===== config.mk =====
export PLATFORM = sky130hd
export DESIGN_NAME = polynomial_multiply
export DESIGN_NICKNAME = d
export VERILOG_FILES = /design/src/hw/rtl/pm_pkg.sv /design/src/hw/rtl/polynomial_multiply.sv /design/src/hw/rtl/pm_ram.sv /design/src/hw/rtl/pm_seq.sv /design/src/hw/rtl/pm_mac.sv
export SDC_FILE = /design/constraint.sdc
export NUM_CORES = 2
export LEC_CHECK = 0
export BUFFER_PORTS_ARGS = -buffer_cell sky130_fd_sc_hd__buf_2
export CAP_MARGIN = 10
export CELL_PAD_IN_SITES_DETAIL_PLACEMENT = 1
export CELL_PAD_IN_SITES_GLOBAL_PLACEMENT = 1
export CORE_MARGIN = 3
export CORE_UTILIZATION = 45
export CTS_BUF_LIST = sky130_fd_sc_hd__clkbuf_4 sky130_fd_sc_hd__clkbuf_8
export DETAILED_ROUTE_END_ITERATION = 10
export GPL_TIMING_DRIVEN = 0
export PLACE_DENSITY = 0.76
export SLEW_MARGIN = 20
export SYNTH_ARGS = -nofsm -noshare
export SYNTH_HDL_FRONTEND = slang
export SYNTH_SLANG_ARGS = --single-unit

===== constraint.sdc =====
create_clock -name i_clk -period 16.09 [get_ports i_clk]
set_input_delay 3.218 -clock i_clk [delete_from_list [all_inputs] [get_ports i_clk]]
set_output_delay 3.218 -clock i_clk [all_outputs]
set_load 0.005 [all_outputs]

===== src/hw/rtl/pm_pkg.sv =====
`timescale 1ns / 1ps
// ----------------------------------------------------------------------------
// pm_pkg
// Shared types and constants of the polynomial multiplier: field widths,
// request and register codes, sequencer states and the term control word.
// ----------------------------------------------------------------------------
package pm_pkg;

    localparam int COEF_W    = 16;
    localparam int PROD_W    = 32;
    localparam int SUM_W     = 37;
    localparam int IDX_W     = 5;
    localparam int OUT_IDX_W = 6;
    localparam int REQ_W     = 2;
    localparam int CFG_IDX_W = 2;

    typedef enum logic [REQ_W-1:0] {
        REQ_LOAD_A  = 2'd0,
        REQ_LOAD_B  = 2'd1,
        REQ_COMPUTE = 2'd2
    } t_req;

    typedef enum logic [CFG_IDX_W-1:0] {
        CFG_DEGREE_A = 2'd0,
        CFG_DEGREE_B = 2'd1
    } t_cfg_reg;

    typedef enum logic {
        SEQ_IDLE = 1'b0,
        SEQ_RUN  = 1'b1
    } t_seq_state;

    typedef struct packed {
        logic                 valid;
        logic                 first;
        logic                 last_term;
        logic                 last_out;
        logic [OUT_IDX_W-1:0] k;
    } t_term_ctl;

endpackage


===== src/hw/rtl/polynomial_multiply.sv =====
`timescale 1ns / 1ps
// ----------------------------------------------------------------------------
// polynomial_multiply
// Polynomial product by discrete convolution of two stored Q8.8 coefficient
// sets, results as exact Q21.16 sums in ascending power order.
// ----------------------------------------------------------------------------
// A load transaction writes one coefficient. A compute transaction keeps
// busy high while the sequencer walks the (degree_a+1)*(degree_b+1)
// coefficient pairs and while the last pair passes the read and multiply
// stages: one multiplier does one pair per cycle, and each coefficient store
// gives one read per cycle. The last result strobes in the same cycle as busy
// falls. Results come as single-cycle strobes on o_out_valid, one per power
// of x, the last marked by o_last; the receiver must take each one in that
// cycle. Degree writes go through the configuration channel, which is always
// ready, and must only be made while busy is low.
// ----------------------------------------------------------------------------
module polynomial_multiply #(
    parameter int MAX_DEGREE = 31
) (
    input  logic                                i_clk,
    input  logic                                i_rst_n,
    input  logic                                start,
    output logic                                busy,
    input  logic [pm_pkg::REQ_W-1:0]            i_req_type,
    input  logic [pm_pkg::IDX_W-1:0]            i_coef_index,
    input  logic signed [pm_pkg::COEF_W-1:0]    i_coef_value,
    input  logic                                i_cfg_valid,
    output logic                                o_cfg_ready,
    input  logic [pm_pkg::CFG_IDX_W-1:0]        i_cfg_index,
    input  logic [pm_pkg::IDX_W-1:0]            i_cfg_data,
    output logic                                o_out_valid,
    output logic [pm_pkg::OUT_IDX_W-1:0]        o_out_index,
    output logic signed [pm_pkg::SUM_W-1:0]     o_out_value,
    output logic                                o_last
);

    import pm_pkg::*;

    localparam int              DEPTH   = MAX_DEGREE + 1;
    localparam int              ADDR_W  = $clog2(DEPTH);
    localparam logic [IDX_W-1:0]  MAX_IDX = IDX_W'(MAX_DEGREE);
    localparam logic [ADDR_W-1:0] MAX_ADR = ADDR_W'(MAX_DEGREE);

    logic [ADDR_W-1:0] r_degree_a, r_degree_b;
    logic [ADDR_W-1:0] cfg_clamped;
    logic              accept, go, idx_ok, we_a, we_b, cfg_write;
    logic [ADDR_W-1:0] addr_a, addr_b, waddr;
    logic [COEF_W-1:0] rd_a, rd_b;
    t_term_ctl         term_ctl;
    logic              seq_busy, mac_busy;

    assign busy        = seq_busy || mac_busy;
    assign o_cfg_ready = 1'b1;
    assign accept      = start && !busy;
    assign idx_ok      = (i_coef_index <= MAX_IDX);
    assign waddr       = i_coef_index[ADDR_W-1:0];
    assign cfg_write   = i_cfg_valid && o_cfg_ready;
    assign cfg_clamped = (i_cfg_data > MAX_IDX) ? MAX_ADR : i_cfg_data[ADDR_W-1:0];

    always_comb begin
        go   = 1'b0;
        we_a = 1'b0;
        we_b = 1'b0;
        unique case (i_req_type)
            REQ_LOAD_A:  we_a = accept && idx_ok;
            REQ_LOAD_B:  we_b = accept && idx_ok;
            REQ_COMPUTE: go   = accept;
            default: begin
            end
        endcase
    end

    always_ff @(posedge i_clk) begin
        if (!i_rst_n) begin
            r_degree_a <= '0;
            r_degree_b <= '0;
        end else if (cfg_write) begin
            unique case (i_cfg_index)
                CFG_DEGREE_A: r_degree_a <= cfg_clamped;
                CFG_DEGREE_B: r_degree_b <= cfg_clamped;
                default: begin
                end
            endcase
        end
    end

    pm_ram #(
        .WIDTH (COEF_W),
        .DEPTH (DEPTH)
    ) u_ram_a (
        .i_clk   (i_clk),
        .i_we    (we_a),
        .i_waddr (waddr),
        .i_wdata (i_coef_value),
        .i_raddr (addr_a),
        .o_rdata (rd_a)
    );

    pm_ram #(
        .WIDTH (COEF_W),
        .DEPTH (DEPTH)
    ) u_ram_b (
        .i_clk   (i_clk),
        .i_we    (we_b),
        .i_waddr (waddr),
        .i_wdata (i_coef_value),
        .i_raddr (addr_b),
        .o_rdata (rd_b)
    );

    pm_seq #(
        .ADDR_W (ADDR_W)
    ) u_seq (
        .i_clk      (i_clk),
        .i_rst_n    (i_rst_n),
        .i_go       (go),
        .i_degree_a (r_degree_a),
        .i_degree_b (r_degree_b),
        .o_addr_a   (addr_a),
        .o_addr_b   (addr_b),
        .o_ctl      (term_ctl),
        .o_busy     (seq_busy)
    );

    pm_mac u_mac (
        .i_clk       (i_clk),
        .i_rst_n     (i_rst_n),
        .i_ctl       (term_ctl),
        .i_rd_a      (rd_a),
        .i_rd_b      (rd_b),
        .o_busy      (mac_busy),
        .o_out_valid (o_out_valid),
        .o_out_index (o_out_index),
        .o_out_value (o_out_value),
        .o_last      (o_last)
    );

endmodule


===== src/hw/rtl/pm_ram.sv =====
`timescale 1ns / 1ps
// ----------------------------------------------------------------------------
// pm_ram
// Generic synchronous RAM: one write port, one read port, registered read.
// ----------------------------------------------------------------------------
module pm_ram #(
    parameter int WIDTH = 16,
    parameter int DEPTH = 32
) (
    input  logic                     i_clk,
    input  logic                     i_we,
    input  logic [$clog2(DEPTH)-1:0] i_waddr,
    input  logic [WIDTH-1:0]         i_wdata,
    input  logic [$clog2(DEPTH)-1:0] i_raddr,
    output logic [WIDTH-1:0]         o_rdata
);

    logic [WIDTH-1:0] r_mem [DEPTH];
    logic [WIDTH-1:0] r_rdata;

    always_ff @(posedge i_clk) begin
        if (i_we) begin
            r_mem[i_waddr] <= i_wdata;
        end
        r_rdata <= r_mem[i_raddr];
    end

    assign o_rdata = r_rdata;

endmodule


===== src/hw/rtl/pm_seq.sv =====
`timescale 1ns / 1ps
// ----------------------------------------------------------------------------
// pm_seq
// Convolution sequencer: walks every product index k and, for each, every
// coefficient pair (i, k-i) inside both degrees, one pair per cycle.
// ----------------------------------------------------------------------------
module pm_seq #(
    parameter int ADDR_W = 5
) (
    input  logic                 i_clk,
    input  logic                 i_rst_n,
    input  logic                 i_go,
    input  logic [ADDR_W-1:0]    i_degree_a,
    input  logic [ADDR_W-1:0]    i_degree_b,
    output logic [ADDR_W-1:0]    o_addr_a,
    output logic [ADDR_W-1:0]    o_addr_b,
    output pm_pkg::t_term_ctl    o_ctl,
    output logic                 o_busy
);

    import pm_pkg::*;

    t_seq_state           r_state, n_state;
    logic [OUT_IDX_W-1:0] r_k, n_k;
    logic [ADDR_W-1:0]    r_i, n_i;
    logic                 r_first, n_first;

    logic [OUT_IDX_W-1:0] deg_a6, deg_b6, i6, hi6, k_next, lo_next, diff6;
    logic                 last_term, last_out;

    always_ff @(posedge i_clk) begin
        if (!i_rst_n) begin
            r_state <= SEQ_IDLE;
            r_k     <= '0;
            r_i     <= '0;
            r_first <= 1'b0;
        end else begin
            r_state <= n_state;
            r_k     <= n_k;
            r_i     <= n_i;
            r_first <= n_first;
        end
    end

    always_comb begin
        deg_a6    = OUT_IDX_W'(i_degree_a);
        deg_b6    = OUT_IDX_W'(i_degree_b);
        i6        = OUT_IDX_W'(r_i);
        hi6       = (r_k < deg_a6) ? r_k : deg_a6;
        k_next    = r_k + OUT_IDX_W'(1);
        lo_next   = (k_next > deg_b6) ? (k_next - deg_b6) : '0;
        diff6     = r_k - i6;
        last_term = (i6 == hi6);
        last_out  = last_term && (r_k == (deg_a6 + deg_b6));

        n_state = r_state;
        n_k     = r_k;
        n_i     = r_i;
        n_first = r_first;

        unique case (r_state)
            SEQ_IDLE: begin
                if (i_go) begin
                    n_state = SEQ_RUN;
                    n_k     = '0;
                    n_i     = '0;
                    n_first = 1'b1;
                end
            end
            SEQ_RUN: begin
                if (last_out) begin
                    n_state = SEQ_IDLE;
                end else if (last_term) begin
                    n_k     = k_next;
                    n_i     = lo_next[ADDR_W-1:0];
                    n_first = 1'b1;
                end else begin
                    n_i     = r_i + ADDR_W'(1);
                    n_first = 1'b0;
                end
            end
            default: begin
                n_state = SEQ_IDLE;
            end
        endcase

        o_addr_a        = r_i;
        o_addr_b        = diff6[ADDR_W-1:0];
        o_ctl.valid     = (r_state == SEQ_RUN);
        o_ctl.first     = r_first;
        o_ctl.last_term = last_term;
        o_ctl.last_out  = last_out;
        o_ctl.k         = r_k;
        o_busy          = (r_state == SEQ_RUN);
    end

endmodule


===== src/hw/rtl/pm_mac.sv =====
`timescale 1ns / 1ps
// ----------------------------------------------------------------------------
// pm_mac
// Multiply-accumulate datapath: aligns term control with the memory read,
// registers the Q16.16 product, accumulates the Q21.16 sum and strobes it.
// ----------------------------------------------------------------------------
module pm_mac (
    input  logic                                i_clk,
    input  logic                                i_rst_n,
    input  pm_pkg::t_term_ctl                   i_ctl,
    input  logic [pm_pkg::COEF_W-1:0]           i_rd_a,
    input  logic [pm_pkg::COEF_W-1:0]           i_rd_b,
    output logic                                o_busy,
    output logic                                o_out_valid,
    output logic [pm_pkg::OUT_IDX_W-1:0]        o_out_index,
    output logic signed [pm_pkg::SUM_W-1:0]     o_out_value,
    output logic                                o_last
);

    import pm_pkg::*;

    t_term_ctl                r_ctl_rd, r_ctl_mul;
    logic signed [PROD_W-1:0] r_prod, n_prod;
    logic signed [SUM_W-1:0]  r_acc, n_acc;
    logic signed [PROD_W-1:0] a_ext, b_ext;
    logic                     r_out_valid;
    logic [OUT_IDX_W-1:0]     r_out_index;
    logic                     r_out_last;

    always_comb begin
        a_ext  = PROD_W'($signed(i_rd_a));
        b_ext  = PROD_W'($signed(i_rd_b));
        n_prod = a_ext * b_ext;
        n_acc  = r_ctl_mul.first ? SUM_W'(r_prod) : (r_acc + SUM_W'(r_prod));
    end

    always_ff @(posedge i_clk) begin
        if (!i_rst_n) begin
            r_ctl_rd    <= '0;
            r_ctl_mul   <= '0;
            r_out_valid <= 1'b0;
            r_out_last  <= 1'b0;
        end else begin
            r_ctl_rd    <= i_ctl;
            r_ctl_mul   <= r_ctl_rd;
            r_out_valid <= r_ctl_mul.valid && r_ctl_mul.last_term;
            r_out_last  <= r_ctl_mul.valid && r_ctl_mul.last_out;
        end
    end

    always_ff @(posedge i_clk) begin
        r_prod <= n_prod;
        if (r_ctl_mul.valid) begin
            r_acc       <= n_acc;
            r_out_index <= r_ctl_mul.k;
        end
    end

    assign o_busy      = r_ctl_rd.valid || r_ctl_mul.valid;
    assign o_out_valid = r_out_valid;
    assign o_out_index = r_out_index;
    assign o_out_value = r_acc;
    assign o_last      = r_out_last;

endmodule


## After elaboration in Yosys (flattened, before gate mapping)

Memory sizes are Yosys's and may differ from the RTL's. A register that Yosys moved wholly into a read port is not among the register bits.
Cells that the tools add are included.

| word-level totals | value |
|---|---|
| flip-flop bits (word level) | 120 |
| memory bits (writable) | 1024 |
| input port bits | 34 |
| output and inout bits | 47 |
| word-level logic and storage cells | 83 |
| memories kept | 2 |

| cells by class | value |
|---|---|
| $add $sub $neg | 6 |
| $mul | 1 |
| order comparisons | 4 |
| equality and inequality tests | 8 |
| multiplexer cells | 26 |
| bitwise gates (word level) | 1 |
| reduce and logical (&&, ||, !) cells | 14 |

Memory list:

| memory | depth | width | rd ports | clocked after memory_dff | write ports | RTL line | source |
|---|---|---|---|---|---|---|---|
| u_ram_a.r_mem | 32 | 16 | 1 | 1 | 1 | pm_ram.sv:18 | `logic [WIDTH-1:0] r_mem [DEPTH];` |
| u_ram_b.r_mem | 32 | 16 | 1 | 1 | 1 | pm_ram.sv:18 |  |

Operators with widths:

| cell | count |
|---|---|
| $add 37x32->37 | 1 |
| $mux 37 | 1 |
| $mul 16x16->32 | 1 |
| $mux 5 | 5 |
| $mux 6 | 4 |
| $mux 1 | 12 |
| $pmux 6 s2 | 1 |
| $pmux 5 s2 | 1 |
| $sub 5x5->5 | 2 |
| $add 5x5->6 | 1 |
| $add 6x1->6 const B | 1 |
| $eq 5x6->1 | 1 |
| $eq 6x6->1 | 1 |
| $gt 6x5->1 | 1 |
| $lt 6x5->1 | 1 |
| $ne 2x2->1 const B | 3 |
| $reduce_and 2->1 | 3 |
| $add 5x1->5 const B | 1 |
| $gt 5x5->1 const B | 1 |
| $le 5x5->1 const B | 1 |
| $logic_and 1x1->1 | 5 |
| $eq 2x1->1 const B | 2 |
| $logic_not 2->1 | 2 |
| $pmux 1 s2 | 2 |
| other kinds (5) | 6 |

## Longest topological paths before layout

| depth | value |
|---|---|
| word-level depth | 8 |
| mapped depth | 26 |
| gate-level depth less buffers | 25 |

## Modules after synthesis

From an unflattened synthesis, not the netlist that was laid out.

| unflattened totals | value |
|---|---|
| cells, all modules | 4068 |
| area, all modules | 57677.8 um2 |

By module, submodules not included:

| module | instances | cells each | area an instance (um2) | sequential area each (um2) |
|---|---|---|---|---|
| pm_ram | 2 | 1143 | 20535.9 | 15695.1 |
| pm_mac | 1 | 1527 | 14517.7 | 2372.3 |
| pm_seq | 1 | 210 | 1647.8 | 260.2 |
| polynomial_multiply | 1 | 45 | 440.4 | 200.2 |

## Least setup slack after synthesis

Ideal clock, no wire load.

| path | value |
|---|---|
| path type | register to register |
| start point | register u_ram_a.r_rdata[10], in the netlist u_ram_a.o_rdata[10] (read register of u_ram_a.r_mem) |
| end point | register u_mac.r_prod[30] |
| library setup time | 0.072 ns |
| arrival time | 5.903 ns |
| required time | 16.018 ns |
| slack | 10.115 ns |
| cell stages (with the launch flop) | 21 |
| path buffers | 1 |
| period minus slack after synthesis | 5.975 ns |
| cell sequence | dfxtp_1 > clkbuf_1 > nand2_1 > fa_1 > fa_1 > fa_1 > fa_1 > inv_1 > fa_1 > fa_1 > ha_1 > a21oi_1 > o21ai_1 > or3_1 > o21ai_1 > o41ai_2 > a22oi_1 > a21oi_1 > o21a_1 > nor2_1 > xnor2_1 |

| on the way | value |
|---|---|
| longest elaborated chain between the ends | 1 |

RTL lines:

| element | RTL line | source |
|---|---|---|
| start: declaration | pm_ram.sv:19 | `logic [WIDTH-1:0] r_rdata;` |
| $mul 16x16->32 | pm_mac.sv:33 | `n_prod = a_ext * b_ext;` |
| named net u_mac.n_prod[30] | pm_mac.sv:23 | `logic signed [PROD_W-1:0] r_prod, n_prod;` |
| end signal: assignment | pm_mac.sv:52 | `r_prod <= n_prod;` |
| end: declaration | pm_mac.sv:23 |  |

The timed path passes the listed nets, and every way through them passes these cells.
A chain may end at the register's enable or synchronous reset.

## Final worst setup path

| path | value |
|---|---|
| start point | register u_ram_a.r_rdata[9], in the netlist u_ram_a.o_rdata[9] (read register of u_ram_a.r_mem) |
| end point | register u_mac.r_prod[30] |

Same word-level chain as after synthesis.

==> impl_results.md <==
- Max cap viols: 0
- Final setup viols: 0
- Setup TNS: 0 ns
- Outcome: finished clean
- Hold WC Path Type: reg -> reg
- Async S/R FF share, synth: 0
- Number of global-route vias before repair: 33541
- Latest clock arrival within the worst-skew pair: approximately 0.94 ns
- H-tree depth: 4
- First-pass GRT wire length: 220 mm
- Slew Viols, Final: 0
- Gpl congestion: ~0.89
- CTS Sinks: 1176
- Fin cells: around 5400
- CTS resizes: 0
- Die width: ~360 um
- P_leak: 0.0223 uW
- Post-synth net total: 3787
- Die area: approximately 130000 um2
- Crit path launch type: flip-flop
- Crit path required time: 16.89 ns
- Share of cells above drive strength 1: 0.227
- DP Wirelength: about 100 mm
- Critical Path Sink Type: flip-flop
- Critical path arrival: ~8 ns
- Row Count: approximately 130
- Min Tclk post-route: roughly 7 ns
- CTS tree: done
- Root Buffer: clkbuf_8
- Placed Instances: 5100
- Clk slew on worst S/H paths: ~0.06 ns
- Avg Cell Area, Syn: 16.7 um2
- Number of synthesized flops with an enable pin: between 1000 and 1500
- Drt first pass iters: 5
- IO Port Bufs: 75
- Ys flop type: edfxtp_1
- Initial Util: 0.457
- Iteration-0 DRC Markers: 3157
- Fmax achieved: 140 MHz
- Total Wirelength: roughly 150 mm
- Power Dens Cells: ~230 nW/um2
- Worst Path Max Fanout: 10
- Final #Nets: ~4100
- Ys Warns: 0
- Inserted Clock Buffers: about 190
- CTS hold repair buffers: 0
- Final Skew: 0.0504 ns
- Wirelength per Cell: 26.7 um
- Biggest cell delay along the critical path: between 0.6 and 0.7 ns
- Unique masters post-synth: 70
- Vias: 30940
- Final Cycle Share: 0.443
- Relative slew slack: 0.141
- Worst-Margin Slew: roughly 1.3 ns
- DRC violations left: 0
- Max VDD drop: 0.000314 V
- Crit path max-delay cell type: dfxtp_1
- Die Ht: between 300 and 400 um
- Sequential fraction of the synthesis area: 0.610
- Global-route usage over all layers: 0.228
- Worst path most repeated cell: fa_1
- RSZ-0062 raised after global routing: false
- Core Area: 123000 um2
- Synthesis-to-finish area growth: 12.8%
- Synth Register Bits: 1176
- Syn Std Cell Area: roughly 56000 um2
- Post-CTS setup buffer count: 0
- Largest net degree at the start of global routing: 65
- Grt total ovfl: 0
- I/O Pins: 81
- Final ANT Viol Nets: 0
- Crit path cell chain: clkbuf_1 -> nand2_1 -> fa_1 -> fa_1 -> fa_1 -> fa_1 -> inv_1 -> fa_1 -> fa_1 -> ha_1 -> a21oi_1 -> o21ai_1 -> or3_1 -> o21ai_1 -> o41ai_2 -> a22oi_1 -> a21oi_1 -> o21a_1 -> nor2_1 -> xnor2_1
- Final core occ: 0.515
- Synthesized instance count: between 3000 and 4000
- Via/cell ratio: about 5.7
- Initial antenna violation count: 13
- CP Class: reg -> reg
- Final hold violations: 0
- CTS max path bufs: 3
-- through the flow --
stage / total power, uW / hold WS, ns / instance area, um2 / setup WS (ns)
CTS: 14500 / 0.404 / 63200 / 8.98
global placement: 11600 / 0.385 / 58500 / 9.00
detailed placement: 11800 / 0.390 / 59400 / 9.02
global route: 15700 / 0.411 / 63200 / 8.63
floorplan: 10000 / 0.386 / 56100 / 10.12
finish: 14300 / 0.404 / 63200 / 8.96
-- routing by layer --
layer / share of wire / global-route usage / vias to the layer above
met1: 0.41 / 0.308 / 16265
met4: 0.029 / 0.0714 / 16
met2: 0.49 / 0.372 / 1305
li1: - / - / 13091
met3: 0.075 / 0.0491 / 263
met5: 0.00073 / 0 / -
-- worst max-delay path: cells and delay by family, from the launching register on --
family,cells,cell delay (ns)
fa+ha+maj,7,3.38
compound gates,7,1.68
simple gates,3,0.64
flops,1,0.61
buf+inv,2,0.58
xor+xnor,1,0.13
-- layout make-up --
type	count	area, um2
diodes	6	15.0
plain buffers	136	533
clock buffers	251	3100
clock inverters	83	714
fillers	11671	59500
inverters	338	1270
multi-input cells	1699	20200
flip-flops and latches	1176	34200
well taps	1625	2030
repair buffers	127	1100
-- registers in the layout, summed over array words and instances (netlist names), 5 cells and up --
signal             count
u_ram_b.o_rdata       16
u_ram_b.r_mem        512
u_mac.r_prod          32
u_mac.o_out_value     37
u_ram_a.r_mem        512
r_degree_b             5
u_mac.r_ctl_mul       10
u_seq.o_addr_a         5
r_degree_a             5
u_ram_a.o_rdata       16
u_mac.o_out_index      6
u_seq.r_k              6
u_mac.r_ctl_rd        10
-- Yosys cell counts (7+ instances only) --
cell      instances  area (um2)
edfxtp_1       1067       32000
inv_1           337        1260
mux4_2          320        7210
fa_1            266        5330
nand2_1         192         721
and2_1          142         888
ha_1            138        1730
dfxtp_1         109        2180
clkbuf_1        108         405
nor2_1          108         405
a21oi_1          81         405
xnor2_1          60         526
o21ai_1          41         205
o21ai_0          38         190
mux2_2           34         383
a21o_1           28         210
xor2_1           27         236
buf_1            24        90.1
nor2b_1          24         150
nand3_1          21         105
nand2b_1         19         119
o21a_1           15         113
mux2i_1          11         110
nand4_1          11        68.8
o21bai_1         11        82.6
a211oi_1          9        67.6
and3_1            9        56.3
nor3_1            8        40.0
nor3b_1           8        60.1
o31ai_1           7        52.6
-- logic make-up (layout without fill, tap and decap cells) --
logic type | after synthesis | in the layout | synth area share
other | 1 | 7 | 0.0000669
buffers and inverters | 474 | 935 | 0.0320
AO/OA/AOI/OAI | 276 | 276 | 0.0307
AND/OR/NAND/NOR | 566 | 566 | 0.0501
XOR/XNOR | 87 | 87 | 0.0136
multiplexers | 365 | 365 | 0.137
adder cells (fa/ha/maj) | 404 | 404 | 0.126
flip-flops | 1176 | 1176 | 0.610
-- placed cells by master, fill, tap and decap left out, types with 24 or more instances in the layout --
cell type  instances
xnor2_1           58
nand2_1          192
nor2_2            65
a21oi_1           81
buf_6             26
inv_1            337
clkbuf_8         195
buf_2             60
fa_1             266
mux4_2           320
clkbuf_4          56
nor2b_1           24
ha_1             138
mux2_2            34
buf_8             26
o21ai_0           38
xor2_1            27
edfxtp_1        1067
and2_1           142
clkinv_1          40
clkbuf_1         105
dfxtp_1          108
nor2_1            44
a21o_1            28
o21ai_1           41
-- power breakdown --
| part | switching, uW | internal [uW] | leakage [uW] |
|---|---|---|---|
| clock | 1240 | 1380 | 0.00200 |
| sequential | 66.4 | 3570 | 0.0105 |
| combinational | 4380 | 3650 | 0.00976 |
| total | 5690 | 8610 | 0.0223 |
-- worst paths after layout --
kind                                  from                        endpoint  slack [ns]  depth (start not counted)
max             u_ram_a.o_rdata[9]$_DFF_P_        u_mac.r_prod[30]$_DFF_P_        8.96                         20
min          u_mac.r_ctl_mul[3]$_SDFF_PN0_  u_mac.o_out_index[3]$_DFFE_PP_        0.40                          0
max reg2reg     u_ram_a.o_rdata[9]$_DFF_P_        u_mac.r_prod[30]$_DFF_P_        8.96                         20
min reg2reg  u_mac.r_ctl_mul[3]$_SDFF_PN0_  u_mac.o_out_index[3]$_DFFE_PP_        0.40                          0
Power figures use the tool's default switching activity.
